[config.mk]
export PLATFORM = sky130hd
export DESIGN_NAME = rgb_to_xterm256_quantizer
export DESIGN_NICKNAME = d
export VERILOG_FILES = /design/src/rtl/rxq_pkg.sv /design/src/rtl/rxq_level.sv /design/src/rtl/rxq_select.sv /design/src/rtl/rgb_to_xterm256_quantizer.sv
export SDC_FILE = /design/constraint.sdc
export NUM_CORES = 1
export LEC_CHECK = 0
export BUFFER_PORTS_ARGS = -buffer_cell sky130_fd_sc_hd__buf_2
export CORE_MARGIN = 4
export CORE_UTILIZATION = 65
export CTS_BUF_LIST = sky130_fd_sc_hd__clkbuf_4 sky130_fd_sc_hd__clkbuf_8 sky130_fd_sc_hd__clkbuf_16
export CTS_CLUSTER_DIAMETER = 100
export DETAILED_ROUTE_END_ITERATION = 7
export GPL_TIMING_DRIVEN = 0
export PLACE_DENSITY_LB_ADDON = 0.15
export SLEW_MARGIN = 20
export SYNTH_ARGS = -nofsm -noshare
export SYNTH_HDL_FRONTEND = slang
export SYNTH_HIERARCHICAL = 1
export SYNTH_SLANG_ARGS = --single-unit
[constraint.sdc]
create_clock -name i_clk -period 14.8 [get_ports i_clk]
set_input_delay 1.48 -clock i_clk [delete_from_list [all_inputs] [get_ports i_clk]]
set_output_delay 1.48 -clock i_clk [all_outputs]
set_load 0.05 [all_outputs]
[src/rtl/rxq_pkg.sv]
// Package: payload types, register indexes and quantizer thresholds for the xterm-256 quantizer
`default_nettype none

package rxq_pkg;

    localparam int CHAN_W     = 8;
    localparam int NUM_CHAN   = 3;
    localparam int CUBE_W     = 3;
    localparam int LUM_W      = 5;
    localparam int SUM_W      = 10;
    localparam int BIAS_W     = 18;
    localparam int CFG_DATA_W = 18;
    localparam int CFG_IDX_W  = 1;
    localparam int NUM_CUBE_THR = 5;
    localparam int NUM_LUM_THR  = 23;

    typedef enum logic [CFG_IDX_W-1:0] {
        CFG_PAD_OFFSET = 1'b0,
        CFG_GRAY_BIAS  = 1'b1
    } t_cfg_idx;

    // Channel value at which round(c/51) steps to the next level.
    localparam logic [CHAN_W-1:0] CUBE_THR [NUM_CUBE_THR] = '{
        8'd26, 8'd77, 8'd128, 8'd179, 8'd230
    };

    // Channel sum at which round(sum*23/765) steps to the next level.
    localparam logic [SUM_W-1:0] LUM_THR [NUM_LUM_THR] = '{
        10'd17,  10'd50,  10'd84,  10'd117, 10'd150, 10'd183,
        10'd217, 10'd250, 10'd283, 10'd316, 10'd350, 10'd383,
        10'd416, 10'd450, 10'd483, 10'd516, 10'd549, 10'd583,
        10'd616, 10'd649, 10'd682, 10'd716, 10'd749
    };

    localparam logic [7:0] CUBE_BASE = 8'd16;
    localparam logic [7:0] GRAY_BASE = 8'd232;
    localparam logic [7:0] CUBE_R_STEP = 8'd36;
    localparam logic [7:0] CUBE_G_STEP = 8'd6;
    localparam logic [LUM_W-1:0] LUM_NO_GRAY = 5'd1;

    // Error scale factors (all errors multiplied by 115)
    localparam logic [14:0] CHAN_SCALE = 15'd115;
    localparam logic [14:0] GRAY_SCALE = 15'd1275;
    localparam logic [14:0] CUBE_SCALE = 15'd5865;

    typedef struct packed {
        logic [CHAN_W-1:0] red;
        logic [CHAN_W-1:0] green;
        logic [CHAN_W-1:0] blue;
    } t_pixel;

    typedef struct packed {
        logic [7:0] color_index;
        logic       is_gray;
    } t_result;

    typedef struct packed {
        logic [NUM_CHAN-1:0][CHAN_W-1:0] ch;
        logic [NUM_CHAN-1:0][CUBE_W-1:0] q;
        logic [LUM_W-1:0]                lum;
    } t_levels;

endpackage

`default_nettype wire

[src/rtl/rxq_level.sv]
// Padding, per-channel cube level and gray ramp level of one pixel
`default_nettype none

module rxq_level (
    input  rxq_pkg::t_pixel                 i_pixel,
    input  logic [rxq_pkg::CHAN_W-1:0]      i_pad_offset,
    output rxq_pkg::t_levels                o_levels
);

    logic [rxq_pkg::NUM_CHAN-1:0][rxq_pkg::CHAN_W-1:0] raw;
    logic [rxq_pkg::NUM_CHAN-1:0][rxq_pkg::CHAN_W-1:0] ch;
    logic [rxq_pkg::SUM_W-1:0]                         sum;
    logic [rxq_pkg::NUM_CHAN-1:0][rxq_pkg::NUM_CUBE_THR-1:0] cube_hit;
    logic [rxq_pkg::NUM_LUM_THR-1:0]                   lum_hit;

    always_comb begin
        raw[0] = i_pixel.red;
        raw[1] = i_pixel.green;
        raw[2] = i_pixel.blue;
        for (int i = 0; i < rxq_pkg::NUM_CHAN; i++) begin
            ch[i] = (raw[i] >= i_pad_offset) ? raw[i] - i_pad_offset : '0;
            for (int k = 0; k < rxq_pkg::NUM_CUBE_THR; k++) begin
                cube_hit[i][k] = (ch[i] >= rxq_pkg::CUBE_THR[k]);
            end
        end
        sum = rxq_pkg::SUM_W'(ch[0]) + rxq_pkg::SUM_W'(ch[1]) + rxq_pkg::SUM_W'(ch[2]);
        for (int k = 0; k < rxq_pkg::NUM_LUM_THR; k++) begin
            lum_hit[k] = (sum >= rxq_pkg::LUM_THR[k]);
        end

        o_levels.ch  = ch;
        for (int i = 0; i < rxq_pkg::NUM_CHAN; i++) begin
            o_levels.q[i] = rxq_pkg::CUBE_W'($countones(cube_hit[i]));
        end
        o_levels.lum = rxq_pkg::LUM_W'($countones(lum_hit));
    end

endmodule

`default_nettype wire

[src/rtl/rxq_select.sv]
// Cube and gray error sums and the final palette choice
`default_nettype none

module rxq_select (
    input  rxq_pkg::t_levels                    i_levels,
    input  logic signed [rxq_pkg::BIAS_W-1:0]   i_gray_bias,
    output rxq_pkg::t_result                    o_result
);

    logic [14:0] gray_val;
    logic [rxq_pkg::NUM_CHAN-1:0][14:0] chan_val;
    logic [rxq_pkg::NUM_CHAN-1:0][14:0] cube_val;
    logic [rxq_pkg::NUM_CHAN-1:0][14:0] gdiff;
    logic [rxq_pkg::NUM_CHAN-1:0][14:0] cdiff;
    logic [16:0] gerr;
    logic [16:0] cerr;
    logic signed [19:0] gray_lim;
    logic signed [19:0] cube_err_s;
    logic        pick_cube;
    logic [7:0]  cube_idx;

    always_comb begin
        gray_val = rxq_pkg::GRAY_SCALE * 15'(i_levels.lum);
        for (int i = 0; i < rxq_pkg::NUM_CHAN; i++) begin
            chan_val[i] = rxq_pkg::CHAN_SCALE * 15'(i_levels.ch[i]);
            cube_val[i] = rxq_pkg::CUBE_SCALE * 15'(i_levels.q[i]);
            gdiff[i] = (chan_val[i] > gray_val) ? chan_val[i] - gray_val
                                                : gray_val - chan_val[i];
            cdiff[i] = (chan_val[i] > cube_val[i]) ? chan_val[i] - cube_val[i]
                                                   : cube_val[i] - chan_val[i];
        end
        gerr = 17'(gdiff[0]) + 17'(gdiff[1]) + 17'(gdiff[2]);
        cerr = 17'(cdiff[0]) + 17'(cdiff[1]) + 17'(cdiff[2]);

        gray_lim   = $signed({3'b000, gerr}) - 20'(i_gray_bias);
        cube_err_s = $signed({3'b000, cerr});
        pick_cube  = (cube_err_s < gray_lim) || (i_levels.lum == rxq_pkg::LUM_NO_GRAY);

        cube_idx = rxq_pkg::CUBE_BASE
                 + rxq_pkg::CUBE_R_STEP * 8'(i_levels.q[0])
                 + rxq_pkg::CUBE_G_STEP * 8'(i_levels.q[1])
                 + 8'(i_levels.q[2]);

        o_result.color_index = pick_cube ? cube_idx
                                         : rxq_pkg::GRAY_BASE + 8'(i_levels.lum);
        o_result.is_gray     = !pick_cube;
    end

endmodule

`default_nettype wire

[src/rtl/rgb_to_xterm256_quantizer.sv]
// Top level: RGB pixel to xterm 256-color index, two-register pipeline
//
//  channel | direction | handshake                 | payload
//  --------+-----------+---------------------------+----------------------------
//  in      | input     | i_in_valid / o_in_ready   | i_in_data  (red, green, blue)
//  out     | output    | o_out_valid / i_out_ready | o_out_data (color_index, is_gray)
//  cfg     | input     | i_cfg_wr_en               | i_cfg_idx, i_cfg_wdata
//
//  One pixel per cycle while the output is not stalled; each pixel is registered
//  in stage 1 and then in stage 2, whose register drives the output.
//  Stage 1 registers the padded channels and their levels, stage 2 the result.
//  A stalled output holds stage 2 and a full stage 1; an empty stage 1 still fills while stage 2 waits.
//  Synchronous active-low reset clears valids and both config registers.
`default_nettype none

module rgb_to_xterm256_quantizer (
    input  logic                               i_clk,
    input  logic                               i_rst_n,
    input  logic                               i_in_valid,
    output logic                               o_in_ready,
    input  rxq_pkg::t_pixel                    i_in_data,
    output logic                               o_out_valid,
    input  logic                               i_out_ready,
    output rxq_pkg::t_result                   o_out_data,
    input  logic                               i_cfg_wr_en,
    input  logic [rxq_pkg::CFG_IDX_W-1:0]      i_cfg_idx,
    input  logic [rxq_pkg::CFG_DATA_W-1:0]     i_cfg_wdata
);

    logic [rxq_pkg::CHAN_W-1:0]          r_pad_offset;
    logic signed [rxq_pkg::BIAS_W-1:0]   r_gray_bias;

    logic                r_s1_vld;
    rxq_pkg::t_levels    r_lvl;
    logic                r_out_vld;
    rxq_pkg::t_result    r_out;

    rxq_pkg::t_levels    n_lvl;
    rxq_pkg::t_result    n_out;
    logic                s2_ready;
    logic                s1_ready;

    rxq_level u_level (
        .i_pixel      (i_in_data),
        .i_pad_offset (r_pad_offset),
        .o_levels     (n_lvl)
    );

    rxq_select u_select (
        .i_levels    (r_lvl),
        .i_gray_bias (r_gray_bias),
        .o_result    (n_out)
    );

    assign s2_ready = !r_out_vld || i_out_ready;
    assign s1_ready = !r_s1_vld || s2_ready;

    always_ff @(posedge i_clk) begin
        if (!i_rst_n) begin
            r_pad_offset <= '0;
            r_gray_bias  <= '0;
        end else if (i_cfg_wr_en) begin
            case (rxq_pkg::t_cfg_idx'(i_cfg_idx))
                rxq_pkg::CFG_PAD_OFFSET: r_pad_offset <= i_cfg_wdata[rxq_pkg::CHAN_W-1:0];
                rxq_pkg::CFG_GRAY_BIAS:  r_gray_bias  <= $signed(i_cfg_wdata[rxq_pkg::BIAS_W-1:0]);
                default: ;
            endcase
        end
    end

    always_ff @(posedge i_clk) begin
        if (!i_rst_n) begin
            r_s1_vld  <= 1'b0;
            r_out_vld <= 1'b0;
        end else begin
            if (s1_ready) begin
                r_s1_vld <= i_in_valid;
            end
            if (s2_ready) begin
                r_out_vld <= r_s1_vld;
            end
        end
    end

    always_ff @(posedge i_clk) begin
        if (s1_ready && i_in_valid) begin
            r_lvl <= n_lvl;
        end
        if (s2_ready && r_s1_vld) begin
            r_out <= n_out;
        end
    end

    assign o_in_ready  = s1_ready;
    assign o_out_valid = r_out_vld;
    assign o_out_data  = r_out;

    a_gray_flag: assert property (@(posedge i_clk) disable iff (!i_rst_n)
        o_out_valid |-> (o_out_data.is_gray == (o_out_data.color_index >= rxq_pkg::GRAY_BASE)))
        else $error("is_gray disagrees with color_index range");

    a_cube_floor: assert property (@(posedge i_clk) disable iff (!i_rst_n)
        o_out_valid |-> (o_out_data.color_index >= rxq_pkg::CUBE_BASE))
        else $error("color_index below palette base");

    a_s1_fill: assert property (@(posedge i_clk) disable iff (!i_rst_n)
        (i_in_valid && o_in_ready) |=> r_s1_vld)
        else $error("input transfer lost before stage 1");

    a_s1_hold: assert property (@(posedge i_clk) disable iff (!i_rst_n)
        (r_s1_vld && r_out_vld && !i_out_ready) |=> (r_s1_vld && $stable(r_lvl)))
        else $error("stage 1 changed while output stalled");

endmodule

`default_nettype wire
==> flow_summary.toml, run 1 <==
[status]
outcome = "completed"

[synth]
async_flop_share_pct = 0
synthTopCellsByArea = "ha_1 26%, fa_1 12%, edfxtp_1 6.2%, inv_1 6.0%, xnor2_1 5.1%"
ys_top_cells_by_count = "464 x ha_1, 366 x inv_1, 228 x a21oi_1"
synth_top_area_share_pct = 25.51
ys_seq_elements = 75
synth_edf_count = 47
yosysTopAreaCell = "ha_1"
syn_area_per_cell_sq_um = 8.457
synth_most_common_cell = "ha_1"
yosys_warnings = 6
ys_types = 96
synthCells = 2691
syn-cell-area_sq_um = 22760
synth_nets = 3342
yosys_most_used_dff = "edfxtp_1"
synth_sequential_area_ratio_pct = 8.665

[routing]
routed_wl_microns = 67860
remaining_drc_errors = 0
initialDrtViolationCount = 1628
vias = 20040
drtPass1Iterations = 7
ant_nets = 0
viasPerCell = 6.224
post_drt_wl_per_cell_microns = 21.07

[worst_setup_path]
r2r_start = "r_lvl[2]"
crit_top_cell = "ha_1"
crit_required_ps = 14890
startpoint_type = "register"
cp_max_fo = 10
max_stage_delay_ps = 800
cp.arrival_ps = 13610
cp_slowest_cell = "a311oi_2"
cp-end-kind = "register"
critPathKind = "reg -> reg"
setup.worst_path.start = "r_lvl[2]"

[clocking]
htreeDepth = 3
cts_setup_buffers = 0
clk_latency_ps = 340
cts_hold_buffers = 0
cts-root-buf = "clkbuf_16"
cts-resized-gates = 0
numClockSinks = 75
clk_pin_slew_worst_paths_ps = 70
cts_buffers = 9
cts_buffer_depth = 2
cts_tree = "yes"

[sta]
finalClockSkew_ps = 11.88
period_needed_ps = 13520
tns_ps = 0
maxSlewViolCount = 0
rsz0062_at_grt = "no"
maxSlewHeadroom_pct = 30.94
hold_viol_final = 0
fin_crit_sh_pct = 91.36
tightest_slew_ps = 1029
setup_violations = 0
fmax_ghz = 0.07395

[global_routing]
grt_max_degree = 28
first_global_vias = 19600
grt_pass1_wl_microns = 105500
grt_overflow = 0
grt_usage_pct = 34.72
antenna_found_initial = 0

[worst_hold_path]
hold_start = "r_gray_bias[9]"
hp-class = "reg -> reg"

[finish]
num-fill-cells = 2866
diodes = 0
nets = 3411
multi_input_area_sq_um = 19020
register_area_sq_um = 1972
layout-drive-gt1-share_pct = 6.582
syn_to_final_growth_pct = 5.366

[floorplanning]
num_rows = 68
die_y_microns = 195.1
initial_utilization_pct = 65.88
io_pins = 59
core-area_sq_um = 34540
die_width_microns = 195.1
die_area_sq_um = 38070

[placement]
place.port_buffers = 57
post-dp-hpwl_microns = 58310
place_congestion = 1.024

[flow_run]
cap_violations = 0
worst paths after layout:
path | to | slack [ps] | depth (start not counted)
setup / recovery | o_out_data[3] | 1280 | 47
hold / removal | r_gray_bias[9] | 460 | 2
setup reg to reg | o_out_data[3] | 1280 | 47
hold reg to reg | r_gray_bias[9] | 460 | 2
through the flow:
stage | hold WS [ps] | instance area (sq um) | setup WS, ps | util [%] | cells
floorplan | 434.7 | 22760 | 3730 | - | 2691
global placement | 445.2 | 23610 | 1712 | 68.35 | 3203
detailed placement | 450.1 | 23660 | 1501 | 68.48 | 3204
CTS | 462.4 | 23980 | 1432 | 69.41 | 3220
global route | 487.2 | 23980 | 679.1 | 69.41 | 3220
finish | 459.9 | 23980 | 1278 | 69.41 | 3220
cell type report:
class	count	area share (%)
well taps	455	2.374
clock buffers	9	0.9393
inverters	367	5.745
plain buffers	71	1.675
repair buffers	58	1.305
flip-flops and latches	75	8.224
multi-input cells	2178	79.34
clock inverters	7	0.4018
worst max-delay path, delay by kind of cell, from the launching register on:
family | cells | cell delay [ps]
DFF | 1 | 560
muxes | 2 | 630
buffers and inverters | 6 | 1180
AOI/OAI and AO/OA | 19 | 4640
adders and majority gates | 9 | 3770
xor gates and xnor gates | 3 | 620
and+or+nand+nor | 8 | 1870
sequential cells by signal (all words and copies together), names as in the netlist:
signal / cells
o_out_data: 9
o_out_valid: 1
r_gray_bias: 18
r_lvl: 38
r_pad_offset: 8
r_s1_vld: 1
routing by layer:
| metal | vias up | GRT usage (%) | part of all wire, % |
|---|---|---|---|
| met2 | 815 | 56.86 | 45 |
| met4 | 0 | 16.19 | 5.5 |
| met1 | 9499 | 46.17 | 43 |
| met5 | - | 0 | 0 |
| met3 | 154 | 3.899 | 6.6 |
| li1 | 9572 | - | - |
placed cells by master, fill, tap and decap left out, drive strengths merged, types with 12 or more instances in the layout:
cell type  synthesis  layout
ha               464     464
inv              367     370
a21oi            234     234
fa               139     139
xnor2            134     134
nor2             128     128
nand2            126     126
o21ai            125     125
a21o             124     124
buf               34      92
xor2              84      84
mux2i             79      79
edfxtp            47      47
o21bai            47      47
clkbuf            36      45
nor2b             42      42
nor3              40      40
nand3             34      34
a31oi             34      34
o21a              31      31
dfxtp             28      28
nand4             26      26
and2              24      24
nand2b            21      21
a211oi            17      17
or2               16      16
and3              14      14
o211ai            14      14
a221oi            14      14
o31ai             13      13
nand3b            12      12
kinds of logic (layout without fill, tap and decap cells):
logic type / Yosys count / after routing / synth area share, %
muxes: 84 / 84 / 3.739
DFF: 75 / 75 / 8.665
and+or+nand+nor: 524 / 524 / 11.68
buffers and inverters: 438 / 512 / 7.818
AOI/OAI and AO/OA: 749 / 749 / 21.90
adders and majority gates: 603 / 603 / 37.74
xor gates and xnor gates: 218 / 218 / 8.456
Power of run 1 is left out: the tool's default activity adds up to more than one toggle a clock period on the data nets, which glitch-free logic cannot reach.
==> run 2, diff against run 1 <==
--- a/config.mk
+++ b/config.mk
@@ -5,6 +5,7 @@
 export SDC_FILE = /design/constraint.sdc
 export NUM_CORES = 1
 export LEC_CHECK = 0
+export ABC_AREA = 1
 export BUFFER_PORTS_ARGS = -buffer_cell sky130_fd_sc_hd__buf_2
 export CORE_MARGIN = 4
 export CORE_UTILIZATION = 65
==> run 2 against run 1 <==
  * Synthesized area grew 5.9%
  * Flip-flop and latch count unchanged
  * Non-clock buffer count decreased by 26
  * Final area increased by 5.3%
  * Via count up 17%
  * Final cell count grew 24%
  * Global-route usage up 2.0 points
  * Maximum frequency up 6.3%
  * Register-to-register slack improved by 800 ps
  * Hold slack about the same
  * Clock skew is 2.1 ps higher
  * Highest routed layer unchanged
==> flow_summary.toml, run 2 <==
[synth]
ys_seq_elements = 75
synth_nets = 4108
ys_top_cells_by_count = "690 x inv_1, 685 x nand2_1, 464 x ha_1"
synth_edf_count = 47
synth_top_area_share_pct = 24.09
async_flop_share_pct = 0
syn_area_per_cell_sq_um = 6.970
synth_sequential_area_ratio_pct = 8.183
ys_types = 60
synthTopCellsByArea = "ha_1 24%, fa_1 12%, inv_1 11%, nand2_1 11%, a21oi_1 6.2%"
yosysTopAreaCell = "ha_1"
syn-cell-area_sq_um = 24100
yosys_most_used_dff = "edfxtp_1"
synth_most_common_cell = "inv_1"
yosys_warnings = 6
synthCells = 3457

[clocking]
clk_pin_slew_worst_paths_ps = 80
cts_hold_buffers = 0
cts_buffer_depth = 2
clk_latency_ps = 370
htreeDepth = 3
cts_buffers = 9
cts-root-buf = "clkbuf_16"
cts-resized-gates = 0
cts_setup_buffers = 0
numClockSinks = 75
cts_tree = "yes"

[finish]
largest_reg_flops = 38
diodes = 0
layout-drive-gt1-share_pct = 5.327
syn_to_final_growth_pct = 4.777
final_cell_mix = "689 x inv_1, 685 x nand2_1, 464 x ha_1"
top_register = "r_lvl"
utilization_pct = 68.96
num-fill-cells = 3223
final_common_cell = "inv_1"
nets = 4175

[placement]
post-dp-hpwl_microns = 64970
place_congestion = 1.017
place.port_buffers = 56

[worst_hold_path]
hp-class = "reg -> reg"

[routing]
viasPerCell = 5.880
routed_wl_microns = 75560
post_drt_wl_per_cell_microns = 18.90
remaining_drc_errors = 0
ant_nets = 0
vias = 23500
drtPass1Iterations = 6
initialDrtViolationCount = 2202

[worst_setup_path]
crit_required_ps = 14930
cp_slowest_cell = "xor2_1"
max_stage_delay_ps = 980
cp_max_fo = 10
cp.arrival_ps = 12860
cp-end-kind = "register"
startpoint_type = "register"
critPathKind = "reg -> reg"
crit_top_cell = "nand2_1"

[global_routing]
grt_pass1_wl_microns = 119700
grt_max_degree = 39
grt_usage_pct = 36.74
antenna_found_initial = 0
grt_overflow = 0
first_global_vias = 22940

[flow_run]
cap_violations = 0

[sta]
tightest_slew_ps = 1244
hold_viol_final = 0
maxSlewHeadroom_pct = 16.76
tns_ps = 0
finalClockSkew_ps = 13.99
rsz0062_at_grt = "no"
maxSlewViolCount = 0
setup_violations = 0
fin_crit_sh_pct = 85.99
period_needed_ps = 12730
fmax_ghz = 0.07858

[floorplanning]
initial_utilization_pct = 65.82
num_rows = 70
core-area_sq_um = 36610
io_pins = 59
die_y_microns = 200.5
die_area_sq_um = 40220
die_width_microns = 200.5

[status]
outcome = "completed"
run 2: routing by layer:
metal / vias to the layer above / global-route usage [%] / wire [microns]
met3: 214 / 5.218 / 6047
met4: 0 / 18.12 / 4348
met1: 11000 / 47.35 / 31000
met2: 1070 / 60.71 / 34160
met5: - / 0 / 0
li1: 11220 / - / -
run 2: cell families (layout without fill, tap and decap cells):
family | Yosys count | after routing | share of synthesized area, %
and+or+nand+nor | 1184 | 1184 | 21.01
muxes | 6 | 6 | 0.2544
buffers and inverters | 744 | 816 | 11.99
AOI/OAI and AO/OA | 613 | 613 | 14.42
adders and majority gates | 603 | 603 | 35.64
xor gates and xnor gates | 232 | 232 | 8.495
DFF | 75 | 75 | 8.183
run 2: cell type report:
| class | instances | area [sq um] | share of cell area (%) |
|---|---|---|---|
| tap | 468 | 585.6 | 2.319 |
| clock inverter | 7 | 56.30 | 0.2230 |
| inverter | 697 | 2616 | 10.36 |
| timing repair buffer | 56 | 280.3 | 1.110 |
| buffer | 47 | 274.0 | 1.085 |
| sequential | 75 | 1972 | 7.810 |
| clock buffer | 9 | 225.2 | 0.8920 |
| multi-input combinational | 2638 | 19240 | 76.20 |
run 2: worst paths after layout:
path | startpoint | to | slack [ps] | depth (start not counted)
max | r_lvl[2] | o_out_data[1] | 2070 | 56
min | r_gray_bias[12] | r_gray_bias[12] | 460 | 2
max reg2reg | r_lvl[2] | o_out_data[1] | 2070 | 56
min reg2reg | r_gray_bias[12] | r_gray_bias[12] | 460 | 2
run 2: critical path: cells and delay by family (launching register included):
kind / cells / cell delay, ps
adder cells (fa/ha/maj): 9 / 3950
AND/OR/NAND/NOR: 22 / 2600
AO/OA/AOI/OAI: 12 / 2430
XOR/XNOR: 4 / 1550
buffers and inverters: 9 / 1420
flip-flops: 1 / 510
run 2: stage by stage:
stage / instance area [sq um] / hold slack (ps) / setup WS [ps] / instances
after floorplan: 24100 / 439.2 / 5182 / 3457
after global placement: 24960 / 448.7 / 2751 / 3981
after detailed placement: 24960 / 450.8 / 2665 / 3981
after CTS: 25240 / 462.8 / 2498 / 3997
after global routing: 25250 / 478.0 / 1540 / 3997
final: 25250 / 460.1 / 2074 / 3997
Power of run 2 is left out for the same reason.
